File: src/design/ccsl_pkg.sv
// Shared types and constants of the code section locator.
package ccsl_pkg;

  // Parse phases of the container walker
  typedef enum logic [2:0] {
    PH_MAGIC  = 3'd0,
    PH_HEADER = 3'd1,
    PH_SKIP   = 3'd2,
    PH_FOUND  = 3'd3,
    PH_NONE   = 3'd4,
    PH_RAW    = 3'd5
  } ccsl_phase_e;

  // Result status codes
  typedef enum logic [2:0] {
    ST_RAW         = 3'd0,
    ST_FOUND       = 3'd1,
    ST_TRUNC_TABLE = 3'd2,
    ST_TRUNC_DATA  = 3'd3,
    ST_NONE        = 3'd4
  } ccsl_status_e;

  typedef struct packed {
    logic [30:0]  code_length;
    logic [30:0]  code_offset;
    ccsl_status_e status;
  } ccsl_result_t;

  localparam logic [7:0] MagicBytes [4] = '{8'h41, 8'h49, 8'h4C, 8'h00};
  localparam logic [15:0] CodeType = 16'h0001;
  localparam int unsigned PrefixBytes = 8;
  localparam int unsigned HeaderBytes = 6;
  // Earliest place a code section can start: prefix plus one header
  localparam logic [30:0] FirstSectionOffset = 31'(PrefixBytes + HeaderBytes);

endpackage

File: src/design/container_code_section_locator_unit.sv
// Top level of the container code section locator: input stage, parser, result register.
//
//  channel   | dir | payload                                   | transfer when
//  s_axis    | in  | tdata[7:0] byte_in, tlast last_byte        | s tvalid & tready
//  m_axis    | out | tdata[2:0] status, [33:3] code_offset,     | m tvalid & tready
//            |     |   [64:34] code_length, [71:65] zero        |
//
// One byte per cycle sustained while no last byte waits on a blocked result register;
// each byte sits in the input register, and the parser state update for it is one
// short combinational step. A result is loaded into the result register and shown
// on m_axis at the edge where its last byte leaves the input register.
// Reset (rst_ni low, asynchronous) empties both stages and returns the parser to the
// magic check. A stalled result holds only the last byte of the next buffer; earlier
// bytes keep flowing into the parser while the result waits.
module container_code_section_locator_unit #(
  parameter int unsigned COUNT_BITS = 31
) (
  input  logic        clk_i,
  input  logic        rst_ni,
  input  logic        s_axis_tvalid_i,
  output logic        s_axis_tready_o,
  input  logic [7:0]  s_axis_tdata_i,   // [7:0] byte_in
  input  logic        s_axis_tlast_i,   // last_byte
  output logic        m_axis_tvalid_o,
  input  logic        m_axis_tready_i,
  output logic [71:0] m_axis_tdata_o    // [2:0] status, [33:3] code_offset,
                                        // [64:34] code_length, [71:65] zero
);

  logic                  in_valid_q, in_valid_d;
  logic [7:0]            in_byte_q;
  logic                  in_last_q;
  logic                  out_valid_q, out_valid_d;
  ccsl_pkg::ccsl_result_t out_res_q;
  ccsl_pkg::ccsl_result_t step_res;
  logic                  out_free;
  logic                  fire;
  logic                  load;
  logic                  s_xfer;

  // Advance a byte into the parser unless it is a last byte with no room for its result
  assign out_free        = !out_valid_q || m_axis_tready_i;
  assign fire            = in_valid_q && (!in_last_q || out_free);
  assign load            = fire && in_last_q;
  assign s_axis_tready_o = !in_valid_q || fire;
  assign s_xfer          = s_axis_tvalid_i && s_axis_tready_o;

  assign in_valid_d  = s_xfer ? 1'b1 : (fire ? 1'b0 : in_valid_q);
  assign out_valid_d = load ? 1'b1 : (m_axis_tready_i ? 1'b0 : out_valid_q);

  ccsl_parser #(
    .COUNT_BITS(COUNT_BITS)
  ) u_parser (
    .clk_i   (clk_i),
    .rst_ni  (rst_ni),
    .step_i  (fire),
    .byte_i  (in_byte_q),
    .last_i  (in_last_q),
    .result_o(step_res)
  );

  // Control state
  always_ff @(posedge clk_i or negedge rst_ni) begin
    if (!rst_ni) begin
      in_valid_q  <= 1'b0;
      out_valid_q <= 1'b0;
    end else begin
      in_valid_q  <= in_valid_d;
      out_valid_q <= out_valid_d;
    end
  end

  // Payload: hold the input byte and the result until taken
  always_ff @(posedge clk_i) begin
    if (s_xfer) begin
      in_byte_q <= s_axis_tdata_i;
      in_last_q <= s_axis_tlast_i;
    end
    if (load) begin
      out_res_q <= step_res;
    end
  end

  assign m_axis_tvalid_o = out_valid_q;
  assign m_axis_tdata_o  = {7'd0, out_res_q.code_length, out_res_q.code_offset,
                            out_res_q.status};

  // Invalid statuses carry zero offset and length
  a_invalid_fields_zero: assert property (@(posedge clk_i) disable iff (!rst_ni)
    (out_valid_q && (out_res_q.status == ccsl_pkg::ST_TRUNC_TABLE ||
                     out_res_q.status == ccsl_pkg::ST_TRUNC_DATA ||
                     out_res_q.status == ccsl_pkg::ST_NONE))
    |-> (out_res_q.code_offset == '0 && out_res_q.code_length == '0))
    else $error("non-zero fields on an invalid status");

  // A code section always starts after the prefix and one header
  a_found_offset: assert property (@(posedge clk_i) disable iff (!rst_ni)
    (out_valid_q && out_res_q.status == ccsl_pkg::ST_FOUND)
    |-> (out_res_q.code_offset >= ccsl_pkg::FirstSectionOffset))
    else $error("code section offset inside the header area");

  // A taken result with nothing behind it clears the output
  a_result_drains: assert property (@(posedge clk_i) disable iff (!rst_ni)
    (out_valid_q && m_axis_tready_i && !load) |=> !out_valid_q)
    else $error("result repeated after transfer");

  // A last byte never leaves the input stage while the result register is blocked
  a_no_overwrite: assert property (@(posedge clk_i) disable iff (!rst_ni)
    (out_valid_q && !m_axis_tready_i) |-> !load)
    else $error("pending result overwritten");

endmodule

File: src/design/ccsl_parser.sv
// Parse state and per-byte update of the code section locator.
module ccsl_parser #(
  parameter int unsigned COUNT_BITS = 31
) (
  input  logic                  clk_i,
  input  logic                  rst_ni,
  input  logic                  step_i,
  input  logic [7:0]            byte_i,
  input  logic                  last_i,
  output ccsl_pkg::ccsl_result_t result_o
);

  localparam logic [COUNT_BITS-1:0] CountMax = '1;

  logic [COUNT_BITS-1:0] cnt_q, cnt_d;
  ccsl_pkg::ccsl_phase_e phase_q, phase_d;
  logic                  match_q, match_d;
  logic [15:0]           total_q, total_d;
  logic [15:0]           done_q, done_d;
  logic [2:0]            idx_q, idx_d;
  logic [15:0]           type_q, type_d;
  logic [31:0]           len_q, len_d;
  logic [31:0]           skip_q, skip_d;
  logic [COUNT_BITS-1:0] foff_q, foff_d;
  logic [COUNT_BITS-1:0] flen_q, flen_d;

  // Next state for one byte
  always_comb begin
    logic [15:0] done_new;
    logic [31:0] skip_new;
    cnt_d    = (cnt_q == CountMax) ? cnt_q : cnt_q + COUNT_BITS'(1);
    phase_d  = phase_q;
    match_d  = match_q;
    total_d  = total_q;
    done_d   = done_q;
    idx_d    = idx_q;
    type_d   = type_q;
    len_d    = len_q;
    skip_d   = skip_q;
    foff_d   = foff_q;
    flen_d   = flen_q;
    done_new = done_q + 16'd1;
    skip_new = (skip_q != 32'd0) ? skip_q - 32'd1 : skip_q;
    case (phase_q)
      ccsl_pkg::PH_MAGIC: begin
        if (cnt_q < COUNT_BITS'(4) && byte_i != ccsl_pkg::MagicBytes[cnt_q[1:0]]) begin
          match_d = 1'b0;
        end
        if (cnt_q == COUNT_BITS'(6)) begin
          total_d = {8'h00, byte_i};
        end else if (cnt_q == COUNT_BITS'(7)) begin
          total_d = {byte_i, total_q[7:0]};
          if (!match_q) begin
            phase_d = ccsl_pkg::PH_RAW;
          end else begin
            done_d = '0;
            if (total_d == 16'd0) begin
              phase_d = ccsl_pkg::PH_NONE;
            end else begin
              phase_d = ccsl_pkg::PH_HEADER;
              idx_d   = '0;
              type_d  = '0;
              len_d   = '0;
            end
          end
        end
      end
      ccsl_pkg::PH_HEADER: begin
        case (idx_q)
          3'd0:    type_d[7:0]   = byte_i;
          3'd1:    type_d[15:8]  = byte_i;
          3'd2:    len_d[7:0]    = byte_i;
          3'd3:    len_d[15:8]   = byte_i;
          3'd4:    len_d[23:16]  = byte_i;
          3'd5:    len_d[31:24]  = byte_i;
          default: ;
        endcase
        if (idx_q >= 3'd5) begin
          done_d = done_new;
          if (type_d == ccsl_pkg::CodeType) begin
            foff_d  = cnt_d;
            flen_d  = (len_d > {{(32-COUNT_BITS){1'b0}}, CountMax}) ?
                      CountMax : len_d[COUNT_BITS-1:0];
            skip_d  = len_d;
            phase_d = ccsl_pkg::PH_FOUND;
          end else if (len_d == 32'd0) begin
            if (done_new >= total_q) begin
              phase_d = ccsl_pkg::PH_NONE;
            end else begin
              phase_d = ccsl_pkg::PH_HEADER;
              idx_d   = '0;
              type_d  = '0;
              len_d   = '0;
            end
          end else begin
            skip_d  = len_d;
            phase_d = ccsl_pkg::PH_SKIP;
          end
        end else begin
          idx_d = idx_q + 3'd1;
        end
      end
      ccsl_pkg::PH_SKIP: begin
        skip_d = skip_new;
        if (skip_new == 32'd0) begin
          if (done_q >= total_q) begin
            phase_d = ccsl_pkg::PH_NONE;
          end else begin
            phase_d = ccsl_pkg::PH_HEADER;
            idx_d   = '0;
            type_d  = '0;
            len_d   = '0;
          end
        end
      end
      ccsl_pkg::PH_FOUND: skip_d = skip_new;
      default: ;
    endcase
  end

  // Result as seen after this byte
  always_comb begin
    result_o = '0;
    case (phase_d)
      ccsl_pkg::PH_MAGIC, ccsl_pkg::PH_RAW: begin
        result_o.status      = ccsl_pkg::ST_RAW;
        result_o.code_length = 31'(cnt_d);
      end
      ccsl_pkg::PH_HEADER: result_o.status = ccsl_pkg::ST_TRUNC_TABLE;
      ccsl_pkg::PH_SKIP:   result_o.status = ccsl_pkg::ST_TRUNC_DATA;
      ccsl_pkg::PH_FOUND: begin
        if (skip_d == 32'd0) begin
          result_o.status      = ccsl_pkg::ST_FOUND;
          result_o.code_offset = 31'(foff_d);
          result_o.code_length = 31'(flen_d);
        end else begin
          result_o.status = ccsl_pkg::ST_TRUNC_DATA;
        end
      end
      default: result_o.status = ccsl_pkg::ST_NONE;
    endcase
  end

  // Register the parser state on each step; return to reset state after the last byte of a buffer
  always_ff @(posedge clk_i or negedge rst_ni) begin
    if (!rst_ni) begin
      cnt_q   <= '0;
      phase_q <= ccsl_pkg::PH_MAGIC;
      match_q <= 1'b1;
      total_q <= '0;
      done_q  <= '0;
      idx_q   <= '0;
      type_q  <= '0;
      len_q   <= '0;
      skip_q  <= '0;
      foff_q  <= '0;
      flen_q  <= '0;
    end else if (step_i) begin
      if (last_i) begin
        cnt_q   <= '0;
        phase_q <= ccsl_pkg::PH_MAGIC;
        match_q <= 1'b1;
        total_q <= '0;
        done_q  <= '0;
        idx_q   <= '0;
        type_q  <= '0;
        len_q   <= '0;
        skip_q  <= '0;
        foff_q  <= '0;
        flen_q  <= '0;
      end else begin
        cnt_q   <= cnt_d;
        phase_q <= phase_d;
        match_q <= match_d;
        total_q <= total_d;
        done_q  <= done_d;
        idx_q   <= idx_d;
        type_q  <= type_d;
        len_q   <= len_d;
        skip_q  <= skip_d;
        foff_q  <= foff_d;
        flen_q  <= flen_d;
      end
    end
  end

endmodule

File: config.mk
export PLATFORM = sky130hd
export DESIGN_NAME = container_code_section_locator_unit
export DESIGN_NICKNAME = d
export VERILOG_FILES = /design/src/design/ccsl_pkg.sv /design/src/design/container_code_section_locator_unit.sv /design/src/design/ccsl_parser.sv
export SDC_FILE = /design/constraint.sdc
export NUM_CORES = 1
export LEC_CHECK = 0
export BUFFER_PORTS_ARGS = -buffer_cell sky130_fd_sc_hd__buf_2
export CAP_MARGIN = 20
export CORE_ASPECT_RATIO = 0.8
export CORE_MARGIN = 2
export CORE_UTILIZATION = 40
export CTS_BUF_LIST = sky130_fd_sc_hd__clkbuf_2 sky130_fd_sc_hd__clkbuf_4 sky130_fd_sc_hd__clkbuf_8
export CTS_CLUSTER_DIAMETER = 80
export DETAILED_ROUTE_END_ITERATION = 10
export PLACE_DENSITY = 0.65
export SLEW_MARGIN = 20
export SYNTH_ARGS = -nofsm -noshare
export SYNTH_HDL_FRONTEND = slang
export SYNTH_SLANG_ARGS = --single-unit
File: constraint.sdc
create_clock -name clk_i -period 12.9 [get_ports clk_i]
set_input_delay 2.58 -clock clk_i [delete_from_list [all_inputs] [get_ports clk_i]]
set_output_delay 2.58 -clock clk_i [all_outputs]
set_load 0.005 [all_outputs]
==> results_dict.tcl <==
set metrics [dict create \
    outcome "completed" \
    crit_family "buffers and inverters" \
    synth_compound_area_share_pct 22.5 \
    required_ns 10.32 \
    start_util_pct 40.6 \
    antenna_left 0 \
    min_path_type "reg -> reg" \
    fin_skew_ns 0.0308 \
    via_per_inst 6.19 \
    yosysTopAreaCell "dfrtp_1" \
    port_buffers 79 \
    dieArea_um2 43000 \
    critPathCaptureType "output pin" \
    clock_sinks 288 \
    maxCapViolations 0 \
    final_nets 1881 \
    top_level_ports 87 \
    switching_share_pct 32.3 \
    synthArstFlopShare_pct 74.3 \
    globalplace.congestion 0.965 \
    yosys.area_share.simple_pct 18.1 \
    final_hold_viol_count 0 \
    track_usage_pct 25.9 \
    post_cts_buffers 0 \
    drv_slew 0 \
    die_h_um 186 \
    yosysSeqAreaShare_pct 45.8 \
    seqPwrFrac_pct 42.6 \
    timing.rr.start "u_parser.skip_q[0]" \
    synth_top_family_by_area "compound AO/OA/AOI/OAI gates" \
    worst_r2r_endpoint "m_axis_tdata_o[55]" \
    dp_hpwl_mm 38.0 \
    num_antenna_cells 0 \
    grt_pass1_wl_mm 86.0 \
    synth.cell_area_um2 16500 \
    p_leak_uw 0.00767 \
    synth.area.top_cells "dfrtp_1, edfxtp_1, nand2_1, o21ai_0, ha_1" \
    vdd_ir_drop_max_mv 0.0821 \
    first_pass_iters 5 \
    cts_hold_buf 0 \
    synthAdderAreaFrac_pct 3.10 \
    core_um2 40700 \
    period_needed_ns 5.63 \
    synth_xor_area_share_pct 3.07 \
    cpMaxStageDelayCell "nand4b_1" \
    fin_area_um2 18400 \
    synth-edff-count 74 \
    postSynthAreaPerCell_um2 9.24 \
    synth-seq-cells 288 \
    drive_gt1_share_pct 14.1 \
    cp.arrival_ns 3.05 \
    gr-total-overflow 0 \
    cts_tree "done" \
    antenna_found_initial 2 \
    die_x_um 231 \
    synth_mux_area_share_pct 2.62 \
    rsz0062_at_grt "no" \
    h-tree-depth 2 \
    grt_max_degree 100 \
    ys.flop_type "dfrtp_1" \
    start_kind "input port" \
    wl_per_cell_um 23.2 \
    max_stage_delay_ns 0.20 \
    cts.reportedPaths.clkPinSlew_ns 0.06 \
    rr_worst_depth 14 \
    path_cells "buf_2 > nand4b_1 > buf_2" \
    slew_headroom_pct 26.5 \
    setup_viol 0 \
    clock_latency_ns 0.60 \
    power_frac_comb_pct 19.7 \
    cts-resized-gates 0 \
    fmax_ghz 0.177 \
    clockRootBuffer "clkbuf_8" \
    grt_pass1_vias 14098 \
    ys_types 85 \
    switchingPower_uw 756 \
    drc 0 \
    wl_mm 55.9 \
    holdPathEnd "u_parser.flen_q[10]" \
    p_int_uw 1580 \
    vias 14922 \
    fill_cells 3912 \
    clockBufferDepth 3 \
    final_common_cell "nand2_1" \
    path_buf_inv 2 \
    dpl_cell_area_um2 17400 \
    drtIter0Drc 1877 \
    p_per_area_nw_per_um2 127 \
    post-route-util_pct 45.1 \
    fin_crit_sh_pct 43.7 \
    crit_path_frequent_cell "buf_2" \
    cp_max_fo 3 \
    min_path_cells 1 \
    fin_tns_setup_ns 0 \
    clkPwrFrac_pct 37.7 \
    yosysWarnings 0 \
    timing.reg2reg.setup_slack_ns 7.46 \
    syn_inst 1790 \
    syn_to_final_growth_pct 11.1 \
    tightest_slew_ns 1.09 \
    min_from "u_parser.flen_q[10]" \
    layout_common_cells "nand2_1, dfrtp_1, o21ai_0" \
    path_class "in -> out" \
    synth_top_area_share_pct 32.2 \
    cts_inserted_buffers 49 \
    rows 66 \
]
## power groups by stage
stage	combinational, µW	clock (µW)	sequential, µW
finish	462	881	996
global route	491	938	998
CTS	448	892	995
detailed placement	445	0	1010
global placement	448	0	1010
floorplan	290	0	999
## metrics by stage
stage	cells	total power, µW	hold slack, ns	worst slack [ns]
floorplan	1796	1290	0.444	7.54
global placement	2320	1460	0.453	7.26
detailed placement	2320	1460	0.461	7.26
CTS	2410	2340	0.474	7.26
global route	2410	2430	0.492	6.98
finish	2410	2340	0.474	7.27
## cells in the mapped netlist, types with 17 or more instances
master / n
o21ai_0: 190
nand4_1: 22
nor4_1: 42
clkbuf_1: 106
o22ai_1: 37
ha_1: 41
xor2_1: 25
mux2i_1: 41
inv_1: 51
dfrtp_1: 213
nand2_1: 259
xnor2_1: 33
a211oi_2: 20
a21oi_1: 95
nand3_1: 47
nor3_1: 24
nor2_1: 107
a22o_1: 36
edfxtp_1: 74
and3_1: 23
or4_1: 17
o31ai_1: 44
## layout make-up
class,count,area [µm²],area share [%]
clock buffers,71,877,4.77
clock inverters,19,143,0.776
inverters,51,191,1.04
multi-input cells,1322,8230,44.8
flip-flops and latches,288,7580,41.2
well taps,544,681,3.70
repair buffers,115,676,3.68
## cell families after synthesis
| family | Yosys count |
|---|---|
| other | 1 |
| buffers and inverters | 186 |
| DFF | 288 |
| muxes | 43 |
| and+or+nand+nor | 614 |
| adders and majority gates | 41 |
| xor gates and xnor gates | 58 |
| AOI/OAI and AO/OA | 559 |
## flip-flops by register name (all words and copies together), names as in the netlist
| register | count |
|---|---|
| in_last_q | 1 |
| u_parser.idx_q | 3 |
| u_parser.total_q | 16 |
| u_parser.skip_q | 32 |
| in_byte_q | 8 |
| u_parser.match_q | 1 |
| u_parser.foff_q | 31 |
| u_parser.done_q | 16 |
| u_parser.type_q | 16 |
| u_parser.cnt_q | 31 |
| m_axis_tvalid_o | 1 |
| m_axis_tdata_o | 65 |
| u_parser.len_q | 32 |
| u_parser.flen_q | 31 |
| u_parser.phase_q | 3 |
| in_valid_q | 1 |
## how the worst max path moves through the flow
stage | start | end | slack (ns) | depth (start not counted)
after floorplan | m_axis_tready_i | s_axis_tready_o | 7.54 | 1
after global placement | m_axis_tready_i | s_axis_tready_o | 7.26 | 3
after detailed placement | m_axis_tready_i | s_axis_tready_o | 7.26 | 3
after CTS | m_axis_tready_i | s_axis_tready_o | 7.26 | 3
after global routing | u_parser.skip_q[0] | m_axis_tdata_o[55] | 6.98 | 14
final | m_axis_tready_i | s_axis_tready_o | 7.27 | 3
## metal layers
metal / part of all wire [%] / routed length, µm / GRT usage, %
met1: 46 / 25900 / 39.3
met2: 41 / 22900 / 36.0
met5: 0.018 / 10 / 0
met4: 2.2 / 1210 / 7.51
met3: 11 / 5940 / 6.43
Note: power is estimated with default switching activity, not from simulation.
